File: src/hdl/b64_pkg.sv
// Shared types, constants and alphabet functions for the Base64 codec.
// No dependencies; every other file of the codec imports this package.
`timescale 1ns / 1ps

package b64_pkg;

  // Depth of the queue between front and back.
  localparam int unsigned QDEPTH = 2;
  localparam int unsigned QPTRW  = $clog2(QDEPTH);
  localparam int unsigned QCNTW  = $clog2(QDEPTH + 1);

  // Result status codes.
  localparam logic [1:0] ST_OK  = 2'd0;
  localparam logic [1:0] ST_LEN = 2'd1;
  localparam logic [1:0] ST_BAD = 2'd2;

  // Mode register values.
  localparam logic MODE_ENC = 1'b0;
  localparam logic MODE_DEC = 1'b1;

  localparam logic [7:0] PAD_CHAR = 8'h3D;
  localparam logic [6:0] BAD_SYM  = 7'd64;

  // One group worth of results, handed from front to back.
  typedef struct packed {
    logic [3:0][7:0] bytes;     // results in delivery order
    logic [1:0]      last_idx;  // index of the final result
    logic [1:0]      status;
    logic            msg_end;   // group closes the message
  } job_t;

  // Six-bit value to alphabet character.
  function automatic logic [7:0] sym_char(input logic [5:0] v);
    logic [7:0] w;
    w = {2'b00, v};
    if (v < 6'd26)      return w + 8'h41;
    else if (v < 6'd52) return w + 8'd71;
    else if (v < 6'd62) return w - 8'd4;
    else if (v == 6'd62) return 8'h2B;
    else                 return 8'h2F;
  endfunction

  // Alphabet character to value; unknown characters give BAD_SYM.
  function automatic logic [6:0] char_sym(input logic [7:0] c);
    if (c >= 8'h41 && c <= 8'h5A)      return 7'(c - 8'h41);
    else if (c >= 8'h61 && c <= 8'h7A) return 7'(c - 8'd71);
    else if (c >= 8'h30 && c <= 8'h39) return 7'(c + 8'd4);
    else if (c == 8'h2B)               return 7'd62;
    else if (c == 8'h2F)               return 7'd63;
    else                               return BAD_SYM;
  endfunction

endpackage

File: src/hdl/base64_codec_core.sv
// Streaming Base64 encoder/decoder, top level: mode register, front end,
// job queue and back end. Uses b64_pkg, b64_front, b64_queue, b64_back.
// A beat that closes a group is pushed into the job queue, then read out through the back end output register.
// Throughput: one result per cycle from the back end output register while
// out_ready holds; the front end takes one beat per cycle while the job queue has room.
// Reset (synchronous) selects encode and empties the group, queue and output.
`timescale 1ns / 1ps

module base64_codec_core (
  input  logic       clk,
  input  logic       rst,
  input  logic       cfg_valid,
  output logic       cfg_ready,
  input  logic       mode,
  input  logic       in_valid,
  output logic       in_ready,
  input  logic [7:0] in_byte,
  input  logic       message_end,
  output logic       out_valid,
  input  logic       out_ready,
  output logic [7:0] out_byte,
  output logic       run_last,
  output logic       message_done,
  output logic [1:0] status
);
  import b64_pkg::*;

  logic mode_reg;
  logic cfg_we;
  logic push_valid;
  job_t push_job;
  logic q_full;
  logic pop;
  logic head_valid;
  job_t head_job;

  assign cfg_ready = 1'b1;
  assign cfg_we    = cfg_valid && cfg_ready;

  // Mode register.
  always_ff @(posedge clk) begin
    if (rst) begin
      mode_reg <= MODE_ENC;
    end else if (cfg_we) begin
      mode_reg <= mode;
    end
  end

  b64_front u_front (
    .clk         (clk),
    .rst         (rst),
    .mode        (mode_reg),
    .cfg_we      (cfg_we),
    .in_valid    (in_valid),
    .in_ready    (in_ready),
    .in_byte     (in_byte),
    .message_end (message_end),
    .q_full      (q_full),
    .push_valid  (push_valid),
    .push_job    (push_job)
  );

  b64_queue u_queue (
    .clk        (clk),
    .rst        (rst),
    .push_valid (push_valid),
    .push_job   (push_job),
    .full       (q_full),
    .pop        (pop),
    .head_valid (head_valid),
    .head_job   (head_job)
  );

  b64_back u_back (
    .clk          (clk),
    .rst          (rst),
    .head_valid   (head_valid),
    .head_job     (head_job),
    .pop          (pop),
    .out_valid    (out_valid),
    .out_ready    (out_ready),
    .out_byte     (out_byte),
    .run_last     (run_last),
    .message_done (message_done),
    .status       (status)
  );

`ifndef SYNTHESIS
  // The end of a message always closes the run of its input beat.
  a_done_is_last: assert property (@(posedge clk) disable iff (rst)
    out_valid && message_done |-> run_last)
    else $error("message_done without run_last");

  // A length error is a lone zero result that ends the message.
  a_len_err_form: assert property (@(posedge clk) disable iff (rst)
    out_valid && status == ST_LEN |-> out_byte == 8'h00 && run_last && message_done)
    else $error("malformed length error result");

  // Reset empties the output register.
  a_reset_empty: assert property (@(posedge clk) rst |=> !out_valid)
    else $error("output valid after reset");
`endif

endmodule

File: src/hdl/b64_front.sv
// Front end of the Base64 codec: accepts input beats, gathers groups and
// turns each finished group into a job for the back end. Uses b64_pkg.
`timescale 1ns / 1ps

module b64_front (
  input  logic               clk,
  input  logic               rst,
  input  logic               mode,
  input  logic               cfg_we,
  input  logic               in_valid,
  output logic               in_ready,
  input  logic [7:0]         in_byte,
  input  logic               message_end,
  input  logic               q_full,
  output logic               push_valid,
  output b64_pkg::job_t      push_job
);
  import b64_pkg::*;

  logic [23:0] group_bits, group_bits_next;
  logic [1:0]  group_count, group_count_next;
  logic [1:0]  pad_seen, pad_seen_next;
  logic        bad_char_seen, bad_char_seen_next;

  logic        accept;
  logic        emit;
  logic [1:0]  pos;
  logic [23:0] byte_shift;
  logic [23:0] sym_shift;
  logic [23:0] bits_new;
  logic [6:0]  sym;
  logic [1:0]  pad_new;
  logic        bad_new;
  job_t        job;

  assign in_ready   = !q_full;
  assign accept     = in_valid && in_ready;
  assign push_valid = accept && emit;
  assign push_job   = job;

  // Gather the beat into the group and build the job when the group closes.
  always_comb begin
    pos        = 2'd0;
    byte_shift = '0;
    sym_shift  = '0;
    sym        = char_sym(in_byte);
    bits_new   = group_bits;
    pad_new    = pad_seen;
    bad_new    = bad_char_seen;
    emit       = 1'b0;
    job        = '0;
    if (mode == MODE_ENC) begin
      pos = (group_count == 2'd3) ? 2'd0 : group_count;
      unique case (pos)
        2'd0:    byte_shift = {in_byte, 16'h0000};
        2'd1:    byte_shift = {8'h00, in_byte, 8'h00};
        default: byte_shift = {16'h0000, in_byte};
      endcase
      bits_new = group_bits | byte_shift;
      emit     = (pos == 2'd2) || message_end;
      // A short group is padded with '=' past its last real character.
      job.bytes[0] = sym_char(bits_new[23:18]);
      job.bytes[1] = sym_char(bits_new[17:12]);
      job.bytes[2] = (pos != 2'd0) ? sym_char(bits_new[11:6]) : PAD_CHAR;
      job.bytes[3] = (pos == 2'd2) ? sym_char(bits_new[5:0]) : PAD_CHAR;
      job.last_idx = 2'd3;
      job.status   = ST_OK;
    end else begin
      pos = group_count;
      unique case (pos)
        2'd0:    sym_shift = {sym[5:0], 18'h00000};
        2'd1:    sym_shift = {5'h00, sym, 12'h000};
        2'd2:    sym_shift = {11'h000, sym, 6'h00};
        default: sym_shift = {17'h00000, sym};
      endcase
      // A pad only counts in the last two places; elsewhere it is unknown.
      if (in_byte == PAD_CHAR && pos[1]) begin
        pad_new[pos[0]] = 1'b1;
      end else if (sym == BAD_SYM) begin
        bad_new = 1'b1;
      end
      bits_new = group_bits | sym_shift;
      emit     = (pos == 2'd3) || message_end;
      if (pos == 2'd3) begin
        job.bytes[0] = bits_new[23:16];
        job.bytes[1] = pad_new[0] ? bits_new[7:0] : bits_new[15:8];
        job.bytes[2] = bits_new[7:0];
        job.last_idx = 2'({1'b0, !pad_new[0]}) + 2'({1'b0, !pad_new[1]});
        job.status   = bad_new ? ST_BAD : ST_OK;
      end else begin
        job.last_idx = 2'd0;
        job.status   = ST_LEN;
      end
    end
    job.msg_end = message_end;
  end

  // Next group state: cleared when a group closes or the mode is written.
  always_comb begin
    group_bits_next    = group_bits;
    group_count_next   = group_count;
    pad_seen_next      = pad_seen;
    bad_char_seen_next = bad_char_seen;
    if (cfg_we) begin
      group_bits_next    = '0;
      group_count_next   = '0;
      pad_seen_next      = '0;
      bad_char_seen_next = 1'b0;
    end else if (accept) begin
      if (emit) begin
        group_bits_next    = '0;
        group_count_next   = '0;
        pad_seen_next      = '0;
        bad_char_seen_next = 1'b0;
      end else begin
        group_bits_next    = bits_new;
        group_count_next   = pos + 2'd1;
        pad_seen_next      = pad_new;
        bad_char_seen_next = bad_new;
      end
    end
  end

  always_ff @(posedge clk) begin
    if (rst) begin
      group_bits    <= '0;
      group_count   <= '0;
      pad_seen      <= '0;
      bad_char_seen <= 1'b0;
    end else begin
      group_bits    <= group_bits_next;
      group_count   <= group_count_next;
      pad_seen      <= pad_seen_next;
      bad_char_seen <= bad_char_seen_next;
    end
  end

endmodule

File: src/hdl/b64_queue.sv
// Short job queue between the front and back ends of the Base64 codec.
// Register based, QDEPTH entries; uses b64_pkg for the job type.
`timescale 1ns / 1ps

module b64_queue (
  input  logic               clk,
  input  logic               rst,
  input  logic               push_valid,
  input  b64_pkg::job_t      push_job,
  output logic               full,
  input  logic               pop,
  output logic               head_valid,
  output b64_pkg::job_t      head_job
);
  import b64_pkg::*;

  job_t             entries [QDEPTH];
  logic [QPTRW-1:0] wr_ptr, wr_ptr_next;
  logic [QPTRW-1:0] rd_ptr, rd_ptr_next;
  logic [QCNTW-1:0] count, count_next;
  logic             do_push;
  logic             do_pop;

  assign full       = (count == QCNTW'(QDEPTH));
  assign head_valid = (count != '0);
  assign head_job   = entries[rd_ptr];
  assign do_push    = push_valid && !full;
  assign do_pop     = pop && head_valid;

  // Pointer and fill count update.
  always_comb begin
    wr_ptr_next = wr_ptr;
    rd_ptr_next = rd_ptr;
    count_next  = count;
    if (do_push) begin
      wr_ptr_next = (wr_ptr == QPTRW'(QDEPTH - 1)) ? '0 : wr_ptr + 1'b1;
    end
    if (do_pop) begin
      rd_ptr_next = (rd_ptr == QPTRW'(QDEPTH - 1)) ? '0 : rd_ptr + 1'b1;
    end
    if (do_push && !do_pop) begin
      count_next = count + 1'b1;
    end else if (do_pop && !do_push) begin
      count_next = count - 1'b1;
    end
  end

  always_ff @(posedge clk) begin
    if (rst) begin
      wr_ptr <= '0;
      rd_ptr <= '0;
      count  <= '0;
    end else begin
      wr_ptr <= wr_ptr_next;
      rd_ptr <= rd_ptr_next;
      count  <= count_next;
    end
  end

  // Job storage needs no reset.
  always_ff @(posedge clk) begin
    if (do_push) begin
      entries[wr_ptr] <= push_job;
    end
  end

endmodule

File: src/hdl/b64_back.sv
// Back end of the Base64 codec: walks the head job one result a cycle into
// the output register while the output is taken. Uses b64_pkg for the job type.
`timescale 1ns / 1ps

module b64_back (
  input  logic               clk,
  input  logic               rst,
  input  logic               head_valid,
  input  b64_pkg::job_t      head_job,
  output logic               pop,
  output logic               out_valid,
  input  logic               out_ready,
  output logic [7:0]         out_byte,
  output logic               run_last,
  output logic               message_done,
  output logic [1:0]         status
);
  import b64_pkg::*;

  logic [1:0] idx, idx_next;
  logic       out_valid_next;
  logic       load;
  logic       is_last;

  assign load    = head_valid && (!out_valid || out_ready);
  assign is_last = (idx == head_job.last_idx);
  assign pop     = load && is_last;

  // Result index and output valid.
  always_comb begin
    idx_next       = idx;
    out_valid_next = out_valid;
    if (load) begin
      idx_next       = is_last ? 2'd0 : idx + 2'd1;
      out_valid_next = 1'b1;
    end else if (out_ready) begin
      out_valid_next = 1'b0;
    end
  end

  always_ff @(posedge clk) begin
    if (rst) begin
      idx       <= '0;
      out_valid <= 1'b0;
    end else begin
      idx       <= idx_next;
      out_valid <= out_valid_next;
    end
  end

  // Output payload register.
  always_ff @(posedge clk) begin
    if (load) begin
      out_byte     <= head_job.bytes[idx];
      run_last     <= is_last;
      message_done <= is_last && head_job.msg_end;
      status       <= head_job.status;
    end
  end

endmodule

File: config.mk
export PLATFORM = sky130hd
export DESIGN_NAME = base64_codec_core
export DESIGN_NICKNAME = d
export VERILOG_FILES = /design/src/hdl/b64_pkg.sv /design/src/hdl/base64_codec_core.sv /design/src/hdl/b64_front.sv /design/src/hdl/b64_queue.sv /design/src/hdl/b64_back.sv
export SDC_FILE = /design/constraint.sdc
export NUM_CORES = 1
export LEC_CHECK = 0
export BUFFER_PORTS_ARGS = -buffer_cell sky130_fd_sc_hd__buf_2
export CORE_UTILIZATION = 45
export DETAILED_ROUTE_END_ITERATION = 16
export PLACE_DENSITY = 0.76
export RECOVER_POWER = 50
export SETUP_SLACK_MARGIN = 0.2
export SLEW_MARGIN = 10
export SYNTH_ARGS = -nofsm -noshare
export SYNTH_HDL_FRONTEND = slang
export SYNTH_SLANG_ARGS = --single-unit
File: constraint.sdc
create_clock -name clk -period 4.8 [get_ports clk]
set_input_delay 1.44 -clock clk [delete_from_list [all_inputs] [get_ports clk]]
set_output_delay 1.44 -clock clk [all_outputs]
set_load 0.05 [all_outputs]
==> results of run 1 <==
## worst register-to-register path: stages, from the launching register on
cell and delay (ps):
dfxtp_1 480, ha_1 550, nand2_1 460, nand3b_1 480, and3_1 360, clkbuf_1 1390
## worst min-delay path by stage
stage	startpoint	endpoint	slack, ps	depth (start not counted)
floorplan	u_front.group_bits[21]	u_front.group_bits[21]	450	2
global placement	u_front.bad_char_seen	u_front.bad_char_seen	470	2
detailed placement	u_front.bad_char_seen	u_front.bad_char_seen	480	2
CTS	u_front.bad_char_seen	u_front.bad_char_seen	490	2
global route	u_back.out_valid	u_back.out_valid	530	2
finish	u_front.bad_char_seen	u_front.bad_char_seen	490	2
## final cells by class
| cell class | count | share of cell area |
|---|---|---|
| Timing Repair Buffer | 35 | 0.0182 |
| Multi-Input combinational cell | 545 | 0.463 |
| Tap cell | 216 | 0.0323 |
| Clock inverter | 12 | 0.0111 |
| Inverter | 38 | 0.0170 |
| Clock buffer | 20 | 0.0598 |
| Sequential cell | 124 | 0.399 |
## cells in the final DEF, fill, tap and decap left out, types with 4 or more instances in the layout
cell       instances
a21o_1            19
a311oi_1           4
nor2_1            61
a22oi_1            9
a21oi_1           73
mux2i_1           11
nor2b_1           15
ha_1              39
mux4_2            16
a211oi_1           9
xor2_1             5
a31oi_1           11
o21ai_1           12
nand2b_1          13
xnor2_1           12
dfxtp_1           38
edfxtp_1          86
buf_2             11
clkbuf_1          22
inv_1             34
o32ai_1            4
o211ai_1           5
clkbuf_16         20
o21ai_0           39
o22ai_2            4
inv_6              6
mux2_2            13
nand2_1           51
nand3_1           14
o22ai_1           14
nor3_1            16
or3_1              4
nand4_1            4
## routing by layer
layer / wire [microns] / vias to the layer above / track usage
met2: 9190 / 373 / 0.368
met1: 8630 / 2929 / 0.320
met4: 707 / 0 / 0.0930
met5: 0 / - / 0
met3: 2020 / 78 / 0.0629
li1: - / 2822 / -
## metrics by stage
step           power, mW  setup WS (ps)   util  hold WS (ps)
2_1_floorplan       1.77           1110      -           450
3_3_place_gp        1.93            769  0.486           468
3_5_place_dp        1.94            679  0.486           476
4_1_cts             3.19           1130  0.523           485
5_1_grt             3.28            491  0.520           526
6_report            3.19            650  0.520           489
## where the power goes
| part | internal (mW) | switching (mW) | total, mW |
|---|---|---|---|
| Clock | 0.762 | 0.508 | 1.27 |
| Sequential | 1.25 | 0.0575 | 1.31 |
| Combinational | 0.195 | 0.413 | 0.608 |
## cell families (layout without fill, tap and decap cells)
logic type,count (synthesis),count (layout)
compound gates,245,245
simple gates,203,203
flops,124,124
buf+inv,77,105
mux,40,40
fa+ha+maj,39,39
xor+xnor,17,17
other cells,1,1
==> results_dict.tcl, run 1 <==
set metrics [dict create \
    first_pass_iters 8 \
    reg2reg_to "u_queue.entries[1][31]" \
    violations "max-capacitance violations, max-slew violations" \
    post-synth-top-count-cell "edfxtp_1" \
    yosysWarnings 0 \
    tightest_slew_ps 2130 \
    htree_num_levels 4 \
    crit_fanout 33 \
    top_register "u_queue.entries" \
    min_period_ps 4150 \
    core_area_sq_um 16100 \
    synth_top_area_share 0.342 \
    dieArea_sq_um 17300 \
    synthTopCellsByCount "86 x edfxtp_1, 72 x a21oi_1, 61 x nor2_1" \
    crit_buf_inv 1 \
    crit-reg2reg-launch "u_front.group_count[1]" \
    rows 46 \
    yosysSeqAreaShare 0.443 \
    grt_max_degree 38 \
    clock-sinks 124 \
    rsz0062_at_grt "no" \
    io_buffers 28 \
    grt_pass1_vias 5767 \
    pin_count 30 \
    synth_area_leaders "edfxtp_1 34%, dfxtp_1 10%, ha_1 6.5%" \
    wirelength_microns 20600 \
    final_antenna_net_count 0 \
    routabilityCongestion 1.06 \
    synth-compound-area-share 0.217 \
    cp_slowest_cell "clkbuf_1" \
    path_cells "ha_1 -> nand2_1 -> nand3b_1 -> and3_1 -> clkbuf_1" \
    synth_xor_area_frac 0.0197 \
    crit_cells 5 \
    start_util 0.468 \
    endpoint "u_queue.entries[1][31]" \
    cts_max_path_buffers 2 \
    arrival_ps 4160 \
    final_layout_size_suffix_gt1_frac 0.124 \
    power.leakage_nw 3.00 \
    slew_viol_final 72 \
    synth_fa_ha_area_frac 0.0647 \
    finClkSkew_ps 7.04 \
    powerDensity_nw_per_um2 381 \
    die_w_microns 131 \
    syn-cell-area_sq_um 7540 \
    drt_first_iter_violations 949 \
    fmax_ghz 0.241 \
    avgSynthCellArea_sq_um 10.1 \
    worstPathRequired_ps 4810 \
    finalNonFillerCells 990 \
    gr-total-overflow 0 \
    cts_buffers 17 \
    root_buffer "clkbuf_16" \
    cts_tree "built" \
    multi_input_area_sq_um 3870 \
    nFillCells 1452 \
    final-setup-viol-count 0 \
    async_flop_share 0 \
    end_kind "flip-flop" \
    drt-vias-per-instance 6.26 \
    setup_tns_ps 0 \
    wl_per_cell_microns 20.8 \
    largest_reg_flops 74 \
    hold_path.class "reg2reg" \
    timing_worst_setup_path_type "reg2reg" \
    synth_ff_type "edfxtp_1" \
    fin_area_sq_um 8380 \
    fin_nets 815 \
    slew_headroom -0.419 \
    synth.distinct_cells 78 \
    area_delta_synth_final_pct 11.0 \
    grt_pass1_wl_microns 31800 \
    cp_slowest_stage_delay_ps 1390 \
    peakVddDrop_mv 0.281 \
    path_clk_slew_ps 60 \
    synthCells 746 \
    clk_latency_ps 420 \
    cpLargestDelayFamily "buffers and inverters" \
    synth-edff-count 86 \
    track_usage 0.239 \
    postCtsResizedCells 0 \
    synth_simple_gate_area_frac 0.130 \
    vias 6202 \
    fin_crit_sh 0.865 \
    ys_ff_latch 124 \
    reg_top3 "u_queue.entries: 74 flops, u_front.group_bits: 24 flops, u_back.out_byte: 8 flops" \
    cp-startpoint "u_front.group_count[1]" \
    rrSetupSlack_ps 650 \
    critPathLaunchType "flip-flop" \
    antenna_found_initial 0 \
    cts_hold_buf 0 \
    hold_violations 0 \
    synth_top_area_cell "edfxtp_1" \
    synth_top_family_by_area "compound AO/OA/AOI/OAI gates" \
    postCtsSetupBuffers 0 \
    post_dp_cell_area_sq_um 7840 \
    hpwl_microns 14400 \
    drc 0 \
    synth_nets 800 \
    synthMuxAreaShare 0.0818 \
    die_y_microns 131 \
    maxCapViolCount 2 \
    ff_latch_area_sq_um 3340 \
    status "complete, but fails checks" \
    rr_worst_depth 5 \
    dp.cells 958 \
    antennaDiodeCount 0 \
]
Note: power is estimated with default switching activity, not from simulation.
==> inputs of run 2 (changes only) <==
==> constraint.sdc (replaced) <==
create_clock -name clk -period 4.8 [get_ports clk]
set_input_delay 0.24 -clock clk [delete_from_list [all_inputs] [get_ports clk]]
set_output_delay 0.24 -clock clk [all_outputs]
set_load 0.05 [all_outputs]
==> results_dict.tcl, run 2 (synthesized netlist as in run 1, its figures left out) <==
set metrics [dict create \
    status "complete, but fails checks" \
    violations "max-capacitance violations, max-slew violations" \
    critical_path.most_common_cell "nand2_1" \
    wirelength_microns 19800 \
    finClkSkew_ps 8.99 \
    track_usage 0.238 \
    clock-sinks 124 \
    clockPowerShare 0.407 \
    cp_slowest_cell "nor3_1" \
    core_area_sq_um 16100 \
    timing_worst_setup_path_type "reg2reg" \
    die_y_microns 131 \
    min_period_ps 3810 \
    io_buffers 28 \
    drt-vias-per-instance 6.20 \
    peakVddDrop_mv 0.259 \
    layout_common_cells "86 x edfxtp_1, 73 x a21oi_1, 61 x nor2_1" \
    grt_pass1_wl_microns 31800 \
    final-setup-viol-count 0 \
    worstPathRequired_ps 4910 \
    final_antenna_net_count 0 \
    rows 46 \
    comb_power_share 0.192 \
    vias 6140 \
    dp.cells 958 \
    top_register "u_queue.entries" \
    finalNonFillerCells 991 \
    postCtsResizedCells 0 \
    final_layout_size_suffix_gt1_frac 0.120 \
    cts_tree "built" \
    maxCapViolCount 1 \
    end_kind "flip-flop" \
    tightest_slew_ps 1520 \
    arrival_ps 3920 \
    area_delta_synth_final_pct 11.3 \
    setup_tns_ps 0 \
    cp_slowest_stage_delay_ps 1210 \
    antenna_found_initial 0 \
    post_dp_cell_area_sq_um 7850 \
    grt_max_degree 30 \
    clk_latency_ps 430 \
    path_clk_slew_ps 50 \
    cts_max_path_buffers 2 \
    slew_headroom -0.0185 \
    swShare 0.289 \
    fin_crit_sh 0.793 \
    fmax_ghz 0.263 \
    slew_viol_final 9 \
    root_buffer "clkbuf_16" \
    path_cells "nand2_1 -> nand2_1 -> nor2_1 -> nor3_1 -> buf_12" \
    drt_first_iter_violations 713 \
    pin_count 30 \
    start_util 0.468 \
    htree_num_levels 4 \
    timing.final.ws_setup_ps 992 \
    dieArea_sq_um 17300 \
    gr-total-overflow 0 \
    wl_per_cell_microns 20.0 \
    die_w_microns 131 \
    pwr-share-seq 0.401 \
    critPathLaunchType "flip-flop" \
    routabilityCongestion 0.966 \
    preCtsSetupSlack_ps 1320 \
    crit_fanout 29 \
    p_int_mw 2.29 \
    hold_slack_ps 107 \
    cts_hold_buf 0 \
    hold_path.class "in2reg" \
    fin_area_sq_um 8390 \
    reg_top3 "u_queue.entries: 74 flops, u_front.group_bits: 24 flops, u_back.out_byte: 8 flops" \
    largest_reg_flops 74 \
    hpwl_microns 14300 \
    nFillCells 1450 \
    postCtsSetupBuffers 0 \
    grt_pass1_vias 5767 \
    drc 0 \
    hold_violations 0 \
    layout_commonest_cell "edfxtp_1" \
    fin_nets 815 \
    power.leakage_nw 3.01 \
    first_pass_iters 5 \
    switching_power_mw 0.929 \
    cts_buffers 17 \
    rsz0062_at_grt "no" \
    powerDensity_nw_per_um2 383 \
]
-- run 2: path summary, 6_finish.rpt --
kind         depth (start not counted)                endpoint  slack (ps)             start
min reg2reg                          2        u_back.out_valid         500  u_back.out_valid
max                                  5  u_queue.entries[0][35]         990          mode_reg
max reg2reg                          5  u_queue.entries[0][35]         990          mode_reg
min                                  3        u_back.out_valid         110         out_ready
-- run 2: layout make-up --
| cell class | count | area, sq um | share of cell area |
|---|---|---|---|
| Inverter | 38 | 143 | 0.0170 |
| Sequential cell | 124 | 3340 | 0.398 |
| Antenna cell | 1 | 2.50 | 0.000298 |
| Clock inverter | 11 | 141 | 0.0168 |
| Timing Repair Buffer | 35 | 181 | 0.0216 |
| Tap cell | 216 | 270 | 0.0322 |
| Multi-Input combinational cell | 545 | 3850 | 0.459 |
| Clock buffer | 21 | 460 | 0.0549 |
-- run 2: power groups by stage --
| stage | registers [mW] | logic, mW | clock network (mW) |
|---|---|---|---|
| after floorplan | 1.40 | 0.371 | 0 |
| after global placement | 1.31 | 0.619 | 0 |
| after detailed placement | 1.31 | 0.624 | 0 |
| after CTS | 1.29 | 0.626 | 1.32 |
| after global routing | 1.30 | 0.663 | 1.37 |
| final | 1.29 | 0.617 | 1.31 |
-- run 2: critical path: cells and delay by family, from the launching register on --
kind          cells  cell delay (ps)
simple gates      4             2180
flops             1              990
buf+inv           1              300
-- run 2: stage by stage --
stage	power (mW)	util
after floorplan	1.77	-
after global placement	1.93	0.487
after detailed placement	1.93	0.487
after CTS	3.23	0.524
after global routing	3.33	0.521
final	3.22	0.521
-- run 2: layer usage --
layer,part of all wire,up-vias,GRT usage
li1,-,2825,-
met1,0.42,2930,0.321
met2,0.45,334,0.362
met3,0.10,51,0.0586
met4,0.029,0,0.102
met5,0,-,0
